### config.mk
export PLATFORM = sky130hd
export DESIGN_NAME = dvb_subtitle_4bit_run_decoder
export DESIGN_NICKNAME = d
export VERILOG_FILES = /design/src/rtl/dsub_pkg.sv /design/src/rtl/dsub_front.sv /design/src/rtl/dsub_queue.sv /design/src/rtl/dsub_back.sv /design/src/rtl/dvb_subtitle_4bit_run_decoder.sv
export SDC_FILE = /design/constraint.sdc
export NUM_CORES = 1
export LEC_CHECK = 0
export BUFFER_PORTS_ARGS = -buffer_cell sky130_fd_sc_hd__buf_2
export CORE_MARGIN = 2
export CORE_UTILIZATION = 55
export CTS_CLUSTER_SIZE = 25
export DETAILED_ROUTE_END_ITERATION = 16
export GPL_ROUTABILITY_DRIVEN = 0
export HOLD_SLACK_MARGIN = 0.05
export PLACE_DENSITY = 0.8
export RECOVER_POWER = 25
export SYNTH_ARGS = -nofsm -noshare
export SYNTH_HDL_FRONTEND = slang
export SYNTH_SLANG_ARGS = --single-unit
### constraint.sdc
create_clock -name i_clk -period 5.7 [get_ports i_clk]
set_input_delay 1.14 -clock i_clk [delete_from_list [all_inputs] [get_ports i_clk]]
set_output_delay 1.14 -clock i_clk [all_outputs]
set_load 0.01 [all_outputs]
### src/rtl/dsub_pkg.sv
// ----------------------------------------------------------------------------
// dsub_pkg: shared types for the 4-bit pixel code string decoder
// Beat payloads, result kinds and queue sizing used across the block.
// ----------------------------------------------------------------------------
package dsub_pkg;

    localparam logic [1:0] KIND_RUN     = 2'd0;
    localparam logic [1:0] KIND_EOS     = 2'd1;
    localparam logic [1:0] KIND_EOL     = 2'd2;
    localparam logic [1:0] KIND_UNKNOWN = 2'd3;

    localparam int Q_DEPTH = 4;
    localparam int Q_AW    = $clog2(Q_DEPTH);

    localparam logic [8:0] MAX_RUN_LEN = 9'd280;

    typedef struct packed {
        logic [7:0] data_byte;
        logic       block_start;
    } t_in;

    typedef struct packed {
        logic [1:0] result_kind;
        logic [8:0] run_len;
        logic [3:0] pix_code;
        logic       last_of_item;
    } t_out;

    // Results of one byte, compacted: second slot used only with the first.
    typedef struct packed {
        logic v0;
        logic v1;
        t_out d0;
        t_out d1;
    } t_push;

    typedef struct packed {
        logic valid;
        t_out data;
    } t_head;

endpackage

### src/rtl/dsub_front.sv
// ----------------------------------------------------------------------------
// dsub_front: byte parser
// Classifies each byte and decodes both nibbles into up to two results.
// ----------------------------------------------------------------------------
module dsub_front (
    input  logic           i_clk,
    input  logic           i_rst_n,
    input  logic           i_accept,
    input  dsub_pkg::t_in  i_in,
    output dsub_pkg::t_push o_push
);
    import dsub_pkg::*;

    localparam logic [3:0] PH_TYPE  = 4'd0;
    localparam logic [3:0] PH_FIRST = 4'd1;
    localparam logic [3:0] PH_CTRL  = 4'd2;
    localparam logic [3:0] PH_LEN9  = 4'd3;
    localparam logic [3:0] PH_LENHI = 4'd4;
    localparam logic [3:0] PH_LENLO = 4'd5;
    localparam logic [3:0] PH_PIX   = 4'd6;

    localparam logic [7:0] TYPE_STRING4 = 8'h11;
    localparam logic [7:0] TYPE_EOL     = 8'hf0;

    localparam logic [8:0] OFS_SHORT = 9'd4;
    localparam logic [8:0] OFS_MID   = 9'd9;
    localparam logic [8:0] OFS_LONG  = 9'd25;

    typedef struct packed {
        logic [3:0] phase;
        logic [3:0] ctrl;
        logic [7:0] run;
    } t_pstate;

    typedef struct packed {
        t_pstate st;
        logic    v;
        t_out    res;
    } t_nib;

    function automatic t_out mk(input logic [1:0] kind, input logic [8:0] len,
                                input logic [3:0] code);
        t_out r;
        r.result_kind  = kind;
        r.run_len      = len;
        r.pix_code     = code;
        r.last_of_item = 1'b0;
        return r;
    endfunction

    function automatic t_nib step(input t_pstate s, input logic [3:0] nib);
        t_nib       r;
        logic [8:0] len;
        r.st  = s;
        r.v   = 1'b0;
        r.res = '0;
        len   = '0;
        case (s.phase)
            PH_FIRST: begin
                if (nib != 4'd0) begin
                    r.v   = 1'b1;
                    r.res = mk(KIND_RUN, 9'd1, nib);
                end else begin
                    r.st.phase = PH_CTRL;
                end
            end
            PH_CTRL: begin
                r.st.ctrl = nib;
                if (!nib[3]) begin
                    r.v = 1'b1;
                    if (nib[2:0] != 3'd0) begin
                        r.res      = mk(KIND_RUN, {6'd0, nib[2:0]} + 9'd2, 4'd0);
                        r.st.phase = PH_FIRST;
                    end else begin
                        r.res      = mk(KIND_EOS, 9'd0, 4'd0);
                        r.st.phase = PH_TYPE;
                    end
                end else if (!nib[2]) begin
                    r.st.run   = {6'd0, nib[1:0]};
                    r.st.phase = PH_PIX;
                end else begin
                    case (nib[1:0])
                        2'd0: begin
                            r.v        = 1'b1;
                            r.res      = mk(KIND_RUN, 9'd1, 4'd0);
                            r.st.phase = PH_FIRST;
                        end
                        2'd1: begin
                            r.v        = 1'b1;
                            r.res      = mk(KIND_RUN, 9'd2, 4'd0);
                            r.st.phase = PH_FIRST;
                        end
                        2'd2:    r.st.phase = PH_LEN9;
                        default: r.st.phase = PH_LENHI;
                    endcase
                end
            end
            PH_LEN9: begin
                r.st.run   = {4'd0, nib};
                r.st.phase = PH_PIX;
            end
            PH_LENHI: begin
                r.st.run   = {nib, 4'd0};
                r.st.phase = PH_LENLO;
            end
            PH_LENLO: begin
                r.st.run   = s.run | {4'd0, nib};
                r.st.phase = PH_PIX;
            end
            PH_PIX: begin
                if (!s.ctrl[2]) begin
                    len = {7'd0, s.run[1:0]} + OFS_SHORT;
                end else if (s.ctrl[1:0] == 2'd2) begin
                    len = {5'd0, s.run[3:0]} + OFS_MID;
                end else begin
                    len = {1'b0, s.run} + OFS_LONG;
                end
                r.v        = 1'b1;
                r.res      = mk(KIND_RUN, len, nib);
                r.st.phase = PH_FIRST;
            end
            default: r.st.phase = PH_TYPE;
        endcase
        return r;
    endfunction

    t_pstate r_st, n_st;
    t_pstate s0;
    t_nib    a, b;
    t_push   p;

    always_comb begin
        s0 = r_st;
        if (i_in.block_start) begin
            s0 = '0;
        end
        a = '0;
        b = '0;
        p = '0;
        if (s0.phase == PH_TYPE || s0.phase > PH_PIX) begin
            n_st       = s0;
            n_st.phase = PH_TYPE;
            p.v0       = 1'b1;
            if (i_in.data_byte == TYPE_STRING4) begin
                n_st.phase = PH_FIRST;
                p.v0       = 1'b0;
            end else if (i_in.data_byte == TYPE_EOL) begin
                p.d0 = mk(KIND_EOL, 9'd0, 4'd0);
            end else begin
                p.d0 = mk(KIND_UNKNOWN, 9'd0, 4'd0);
            end
            p.d0.last_of_item = 1'b1;
        end else begin
            a    = step(s0, i_in.data_byte[7:4]);
            n_st = a.st;
            if (a.st.phase != PH_TYPE) begin
                b    = step(a.st, i_in.data_byte[3:0]);
                n_st = b.st;
            end
            // compact: the second nibble's result moves down when the first had none
            if (a.v) begin
                p.v0 = 1'b1;
                p.d0 = a.res;
                p.v1 = b.v;
                p.d1 = b.res;
                p.d1.last_of_item = 1'b1;
                p.d0.last_of_item = !b.v;
            end else begin
                p.v0 = b.v;
                p.d0 = b.res;
                p.d0.last_of_item = 1'b1;
            end
        end
        o_push    = p;
        o_push.v0 = p.v0 && i_accept;
        o_push.v1 = p.v1 && i_accept;
    end

    always_ff @(posedge i_clk) begin
        if (!i_rst_n) begin
            r_st <= '0;
        end else if (i_accept) begin
            r_st <= n_st;
        end
    end

endmodule

### src/rtl/dsub_queue.sv
// ----------------------------------------------------------------------------
// dsub_queue: result queue
// Takes up to two results per cycle from the parser, hands on one per cycle when popped.
// ----------------------------------------------------------------------------
module dsub_queue (
    input  logic            i_clk,
    input  logic            i_rst_n,
    input  dsub_pkg::t_push i_push,
    input  logic            i_pop,
    output dsub_pkg::t_head o_head,
    output logic            o_room
);
    import dsub_pkg::*;

    t_out                r_mem [Q_DEPTH];
    logic [Q_AW-1:0]     r_wr, n_wr;
    logic [Q_AW-1:0]     r_rd, n_rd;
    logic [Q_AW:0]       r_count, n_count;
    logic                pop_ok;

    assign pop_ok = i_pop && (r_count != '0);

    always_comb begin
        n_wr    = r_wr + Q_AW'({1'b0, i_push.v0}) + Q_AW'({1'b0, i_push.v1});
        n_rd    = r_rd + Q_AW'({1'b0, pop_ok});
        n_count = r_count + (Q_AW+1)'(i_push.v0) + (Q_AW+1)'(i_push.v1)
                  - (Q_AW+1)'(pop_ok);
    end

    always_ff @(posedge i_clk) begin
        if (i_push.v0) begin
            r_mem[r_wr] <= i_push.d0;
        end
        if (i_push.v1) begin
            r_mem[r_wr + Q_AW'(1)] <= i_push.d1;
        end
    end

    always_ff @(posedge i_clk) begin
        if (!i_rst_n) begin
            r_wr    <= '0;
            r_rd    <= '0;
            r_count <= '0;
        end else begin
            r_wr    <= n_wr;
            r_rd    <= n_rd;
            r_count <= n_count;
        end
    end

    assign o_head.valid = (r_count != '0);
    assign o_head.data  = r_mem[r_rd];
    // room for a full byte's worth of results
    assign o_room = (r_count <= (Q_AW+1)'(Q_DEPTH - 2));

endmodule

### src/rtl/dsub_back.sv
// ----------------------------------------------------------------------------
// dsub_back: result output stage
// Pulls results from the queue into the output register, one per beat.
// ----------------------------------------------------------------------------
module dsub_back (
    input  logic            i_clk,
    input  logic            i_rst_n,
    input  dsub_pkg::t_head i_head,
    output logic            o_pop,
    output logic            o_out_valid,
    input  logic            i_out_ready,
    output dsub_pkg::t_out  o_out
);
    import dsub_pkg::*;

    logic r_valid, n_valid;
    t_out r_data;

    assign o_pop   = i_head.valid && (!r_valid || i_out_ready);
    assign n_valid = o_pop || (r_valid && !i_out_ready);

    always_ff @(posedge i_clk) begin
        if (!i_rst_n) begin
            r_valid <= 1'b0;
        end else begin
            r_valid <= n_valid;
        end
    end

    always_ff @(posedge i_clk) begin
        if (o_pop) begin
            r_data <= i_head.data;
        end
    end

    assign o_out_valid = r_valid;
    assign o_out       = r_data;

endmodule

### src/rtl/dvb_subtitle_4bit_run_decoder.sv
// ----------------------------------------------------------------------------
// dvb_subtitle_4bit_run_decoder: DVB subtitle 4-bit pixel code string decoder
// Turns pixel-data sub-block bytes into runs and control results.
// ----------------------------------------------------------------------------
// Usage:
//   Input channel (i_in_valid / o_in_ready / i_in): one sub-block byte per
//   beat, with block_start set on the first byte of each sub-block.
//   Output channel (o_out_valid / i_out_ready / o_out): one result per beat,
//   a pixel run or an end-of-string, end-of-line or unknown-type marker;
//   last_of_item flags the final result of its byte. A byte gives 0 to 2.
//   Results of a byte are registered in the queue and then in the output
//   register. The output gives one result per cycle while the receiver is
//   ready, set by the single output register; the parser can take a new
//   byte while earlier results still wait in the queue.
//   The parser writes both results of a byte into a four-entry queue in the
//   same cycle; o_in_ready drops while fewer than two entries are free.
//   Reset (synchronous, active low): parser back to expecting a data type,
//   queue emptied, output invalid.
//   Receiver stall: the output beat holds; the queue absorbs the backlog and
//   the input side stalls only once the queue is near full.
// ----------------------------------------------------------------------------
module dvb_subtitle_4bit_run_decoder (
    input  logic           i_clk,
    input  logic           i_rst_n,
    input  logic           i_in_valid,
    output logic           o_in_ready,
    input  dsub_pkg::t_in  i_in,
    output logic           o_out_valid,
    input  logic           i_out_ready,
    output dsub_pkg::t_out o_out
);
    import dsub_pkg::*;

    t_push push;
    t_head head;
    logic  pop;
    logic  room;
    logic  accept;

    // take a byte only when its worst-case two results fit
    assign o_in_ready = room;
    assign accept     = i_in_valid && room;

    // front: classify the byte and decode both nibbles
    dsub_front u_front (
        .i_clk    (i_clk),
        .i_rst_n  (i_rst_n),
        .i_accept (accept),
        .i_in     (i_in),
        .o_push   (push)
    );

    // decouple parser and output so each can stall on its own
    dsub_queue u_queue (
        .i_clk   (i_clk),
        .i_rst_n (i_rst_n),
        .i_push  (push),
        .i_pop   (pop),
        .o_head  (head),
        .o_room  (room)
    );

    // back: drain one result per beat into the output register
    dsub_back u_back (
        .i_clk       (i_clk),
        .i_rst_n     (i_rst_n),
        .i_head      (head),
        .o_pop       (pop),
        .o_out_valid (o_out_valid),
        .i_out_ready (i_out_ready),
        .o_out       (o_out)
    );

endmodule

# After elaboration in Yosys (flattened, before gate mapping)
# Memories as Yosys holds them, arrays and structs flattened. A register that Yosys moved wholly into a read port is not among the register bits.
# Index checks and enable logic that the tools add are counted.
# word_totals
regBits,24
ram_bits,64
input_bits,13
n_memories,1
# op_classes
add_sub_neg,15
order_cmp,2
n_eq_ne,20
muxes,61
bitwise_logic,2
reduce_logical,25
# memory_table
memory,words,width,rd,rd_ports_with_merged_regs,write_ports,line,source
u_queue.r_mem,4,16,1,1,2,dsub_queue.sv:15,t_out r_mem [Q_DEPTH];
# ops
op,n
two-way mux 17 bit,9
two-way mux 16 bit,8
one-hot mux 17 bit (3 select lines),2
one-hot mux 17 bit (2 select lines),2
one-hot mux 8 bit (4 select lines),2
two-way mux 15 bit,3
two-way mux 8 bit,5
one-hot mux 4 bit (5 select lines),2
two-way mux 9 bit,4
two-way mux 4 bit,8
== test 4 x 3 -> 1 bit (second input constant),6
adder 8 x 5 -> 9 bit (second input constant),2
== test 4 x 2 -> 1 bit (second input constant),4
OR 8 x 4 -> 8 bit,2
two-way mux 1 bit,12
one-hot mux 3 bit (2 select lines),2
nonzero test 4 bit,3
adder 4 x 4 -> 5 bit (second input constant),2
nonzero test 3 bit,3
adder 2 x 3 -> 4 bit (second input constant),2
adder 3 x 2 -> 4 bit (second input constant),2
== test 2 bit (second input constant),4
== test 4 x 1 -> 1 bit (second input constant),2
== test 8 x 5 -> 1 bit (second input constant),1
other kinds (15),33

# Longest topological paths before layout
# depth
depth_word,17
mapped_depth,13

# By module
# Synthesis repeated with hierarchy kept, for this count alone.
# unflattened
cells_unflattened,569
area_unflattened_um2,6391.1
# modules_own_cells
mod,n_inst,cells_per_inst,area_each_um2
dsub_queue,1,196,3519.6
dsub_front,1,352,2337.2
dsub_back,1,20,528.0
dvb_subtitle_4bit_run_decoder,1,1,6.3

# Worst setup path before layout
# Ideal clock, no wire load.
# synth_timing
kind,input-to-reg
from,input port i_out_ready
to,register u_queue.r_count[2]
setup_ns,0.115
t_arrival_ns,3.977
t_required_ns,5.585
path_slack_ns,1.609
cell_stages,8
path_buffers,0
cell_sequence,nand2b_1 > a21boi_0 > ha_1 > inv_1 > fa_1 > fa_1 > xnor2_1 > and2_1
# synth_via
elab_chain_cells,4
# synth_lines
element,line,source
from (decl),dvb_subtitle_4bit_run_decoder.sv:29,"input logic i_out_ready,"
logical OR 1 bit,dsub_back.sv:19,assign o_pop = i_head.valid && (!r_valid || i_out_ready);
logical AND 1 bit,dsub_back.sv:19,
net pop,dvb_subtitle_4bit_run_decoder.sv:36,logic pop;
logical AND 1 bit,dsub_queue.sv:21,assign pop_ok = i_pop && (r_count != '0);
subtractor 3 x 1 -> 3 bit,dsub_queue.sv:27,- (Q_AW+1)'(pop_ok);
to (signal assigned),dsub_queue.sv:47,r_count <= n_count;
to (decl),dsub_queue.sv:18,"logic [Q_AW:0] r_count, n_count;"
# The timed path passes the listed nets, and every way through them passes these cells.
# A chain may end at the register's enable or synchronous reset.

# Worst setup path in the final report
# Same ends and word-level chain as after synthesis.

==> impl_metrics.env <==
export IMPL_status="complete, but fails checks"
export IMPL_violations="capacitance limit, slew limit"
export IMPL_boundaryPins=31
export IMPL_drtIter0Drc=490
export IMPL_syn2layout_area_growth_pct=6.01
export IMPL_synth_nets=595
export IMPL_mostFrequentLayoutCells="76 x edfxtp_1, 64 x nor2_1, 46 x nand2_1"
export IMPL_drv_cap=1
export IMPL_vias=4793
export IMPL_crit_type="in -> reg"
export IMPL_leakagePower_nw=2.14
export IMPL_antenna_found_initial=0
export IMPL_setup_tns_ps=0
export IMPL_reg2reg_depth=9
export IMPL_crit_arrival_ps=4810
export IMPL_crit_fanout=18
export IMPL_r2r_slack_ps=1610
export IMPL_async_flop_share_pct=0
export IMPL_drt_first_pass_iters=6
export IMPL_clk_latency_ps=370
export IMPL_cts_tree="done"
export IMPL_regArea_um2=2820
export IMPL_end_kind="register"
export IMPL_slew_violations=19
export IMPL_routedWlPerCell_um=20.2
export IMPL_synthSimpleGateAreaFrac_pct=17.2
export IMPL_detail_route_antenna_nets=0
export IMPL_clock_tree_root_cell="clkbuf_8"
export IMPL_setup_viol_count_final=0
export IMPL_worst_path_buf_inv=2
export IMPL_synthAdderAreaFrac_pct=3.11
export IMPL_nNetsFinal=607
export IMPL_dp_hpwl_mm=10.5
export IMPL_skew_ps=12.6
export IMPL_r2r_start="u_front.r_st[13]$_SDFFE_PN0P_"
export IMPL_synth_xor_area_share_pct=2.39
export IMPL_cp_slowest_stage_delay_ps=2040
export IMPL_synth_top_family_by_area="compound AO/OA/AOI/OAI gates"
export IMPL_max_slew_worst_pin_slew_ps=2740
export IMPL_synth_cell_types=70
export IMPL_ir_drop_mv=0.187
export IMPL_clockBufferDepth=2
export IMPL_die_h_um=107
export IMPL_cp_cell_sequence="buf_2 > nand2b_1 > a21boi_0 > ha_1 > inv_1 > fa_1 > fa_1 > xnor2_1 > and2_1"
export IMPL_first_global_vias=4553
export IMPL_crit_top_cell="fa_1"
export IMPL_ys_flop_type="edfxtp_1"
export IMPL_fill_cells=850
export IMPL_cpMaxStageDelayCell="a21boi_0"
export IMPL_slew_headroom_pct=-84.2
export IMPL_seq_area_frac_synth_pct=48.1
export IMPL_antenna_cells=0
export IMPL_htree_levels=3
export IMPL_muxShareOfSynthArea_pct=6.31
export IMPL_coreArea_um2=10300
export IMPL_setup_worst_path_end="u_queue.r_count[2]$_SDFF_PN0_"
export IMPL_fmax_mhz=221
export IMPL_drc_errors=0
export IMPL_cp_data_required_time_ps=5980
export IMPL_path_delay_family="compound AO/OA/AOI/OAI gates"
export IMPL_dieArea_um2=11500
export IMPL_cts_sinks=103
export IMPL_fin_crit_ps=4530
export IMPL_rsz0062_at_grt="false"
export IMPL_grt_pass1_wl_mm=23.6
export IMPL_path_clk_slew_ps=100
export IMPL_cp_depth=9
export IMPL_layout_drive_gt1_share_pct=10.9
export IMPL_grt_overflow=0
export IMPL_worstSetupStartpoint="i_out_ready"
export IMPL_yosysWarnings=0
export IMPL_die_w_um=107
export IMPL_cts_resized=0
export IMPL_synth_area_per_cell_um2=10.3
export IMPL_syn_inst=570
export IMPL_synth_edf_count=76
export IMPL_cellPowerDensity_nw_per_um2=371
export IMPL_start_util_pct=56.8
export IMPL_rr_endpoint="u_queue.r_mem[3][10]$_DFFE_PP_"
export IMPL_postCtsSetupRepairBufs=0
export IMPL_grt_max_degree=21
export IMPL_multi_input_area_um2=2810
export IMPL_finalWirelength_mm=14.6
export IMPL_grt_usage_pct=26.6
export IMPL_num_rows=37
export IMPL_period_share_pct=79.4
export IMPL_hold_path_class="reg -> reg"
export IMPL_via_per_inst=6.63
export IMPL_final_common_cell="edfxtp_1"
export IMPL_startpoint_type="input pin"
export IMPL_syn_cell_area_um2=5870
export IMPL_hold_violations=0
export IMPL_postCtsHoldBufs=0
export IMPL_io_buffer_count=30
export IMPL_cts_made_buffers=9
export IMPL_synth_seq_cells=103
export IMPL_hold_ws_ps=491
export IMPL_synth_compound_area_share_pct=18.9
## worst min path at each step
| stage | start | end | slack (ps) | cells past startpoint |
|---|---|---|---|---|
| 5_1_grt | u_queue.r_mem[0][15]$_SDFFE_PP0P_ | u_queue.r_mem[0][15]$_SDFFE_PP0P_ | 500 | 2 |
| 6_report | u_front.r_st[4]$_SDFFE_PN0P_ | u_front.r_st[4]$_SDFFE_PN0P_ | 490 | 2 |
| 4_1_cts | u_front.r_st[8]$_SDFFE_PN0P_ | u_front.r_st[8]$_SDFFE_PN0P_ | 490 | 2 |
| 3_3_place_gp | u_queue.r_mem[0][15]$_SDFFE_PP0P_ | u_queue.r_mem[0][15]$_SDFFE_PP0P_ | 460 | 2 |
| 2_1_floorplan | u_queue.r_mem[2][15]$_SDFFE_PP0N_ | u_queue.r_mem[2][15]$_SDFFE_PP0N_ | 440 | 2 |
| 3_5_place_dp | u_front.r_st[8]$_SDFFE_PN0P_ | u_front.r_st[8]$_SDFFE_PN0P_ | 480 | 2 |
## routing by layer
metal	share of wire, %	vias to the layer above	track usage [%]
li1	-	2178	-
met1	40	2225	35.2
met2	45	328	42.3
met3	11	62	5.75
met4	4.3	0	11.5
met5	0	-	0
## flip-flops by register name (all words and copies together) (netlist names)
register	count
u_queue.r_count	3
u_queue.r_mem	64
u_back.o_out_valid	1
u_queue.r_wr	2
u_back.o_out	16
u_front.r_st	15
u_queue.r_rd	2
## tightest hold or removal path, delay by kind of cell (launching register included)
family | cells | cell delay (ps)
AO/OA/AOI/OAI | 1 | 50
AND/OR/NAND/NOR | 1 | 60
flip-flops | 1 | 340
## logic make-up after synthesis
| logic type | Yosys count |
|---|---|
| AO/OA/AOI/OAI | 161 |
| buffers and inverters | 54 |
| AND/OR/NAND/NOR | 206 |
| adder cells (fa/ha/maj) | 13 |
| flip-flops | 103 |
| XOR/XNOR | 16 |
| multiplexers | 17 |
## cell type report
cell class | count | share of cell area, %
Inverter | 22 | 1.33
Clock buffer | 9 | 1.99
Clock inverter | 7 | 0.945
Sequential cell | 103 | 45.4
Timing Repair Buffer | 33 | 2.41
Tap cell | 136 | 2.74
Multi-Input combinational cell | 413 | 45.2
## through the flow
step	total power (W)	instances	utilization, %	worst slack (ps)	area [um^2]
after global placement	0.00187	707	58.7	1080	6060
after global routing	0.00244	723	60.2	800	6220
final	0.00231	723	60.2	1170	6220
after CTS	0.00232	723	60.5	1300	6250
after floorplan	0.00166	570	-	1610	5870
after detailed placement	0.00190	707	58.7	917	6060
## power breakdown
group	internal (W)	leakage, nW	switching [W]	total, W
clock network	0.000168	0.0946	0.000265	0.000433
logic	0.000292	1.01	0.000470	0.000763
registers	0.000998	1.03	0.000114	0.00111
total	0.00146	2.14	0.000849	0.00231
## cells in the mapped netlist (all sizes together) (10+ instances only)
| cell type | n | area share, % |
|---|---|---|
| clkbuf | 22 | 1.4 |
| nor2 | 64 | 4.1 |
| buf | 10 | 1.2 |
| edfxtp | 76 | 39 |
| o22ai | 27 | 3.0 |
| o21ai | 30 | 2.6 |
| nand2 | 46 | 2.9 |
| inv | 22 | 1.4 |
| nand3 | 15 | 1.4 |
| dfxtp | 27 | 9.2 |
| xnor2 | 12 | 1.8 |
| nand2b | 11 | 1.2 |
| mux4 | 16 | 6.1 |
| a21oi | 26 | 2.3 |
| a22oi | 15 | 2.0 |
| nor3 | 24 | 2.2 |
Power figures use the tool's default switching activity.
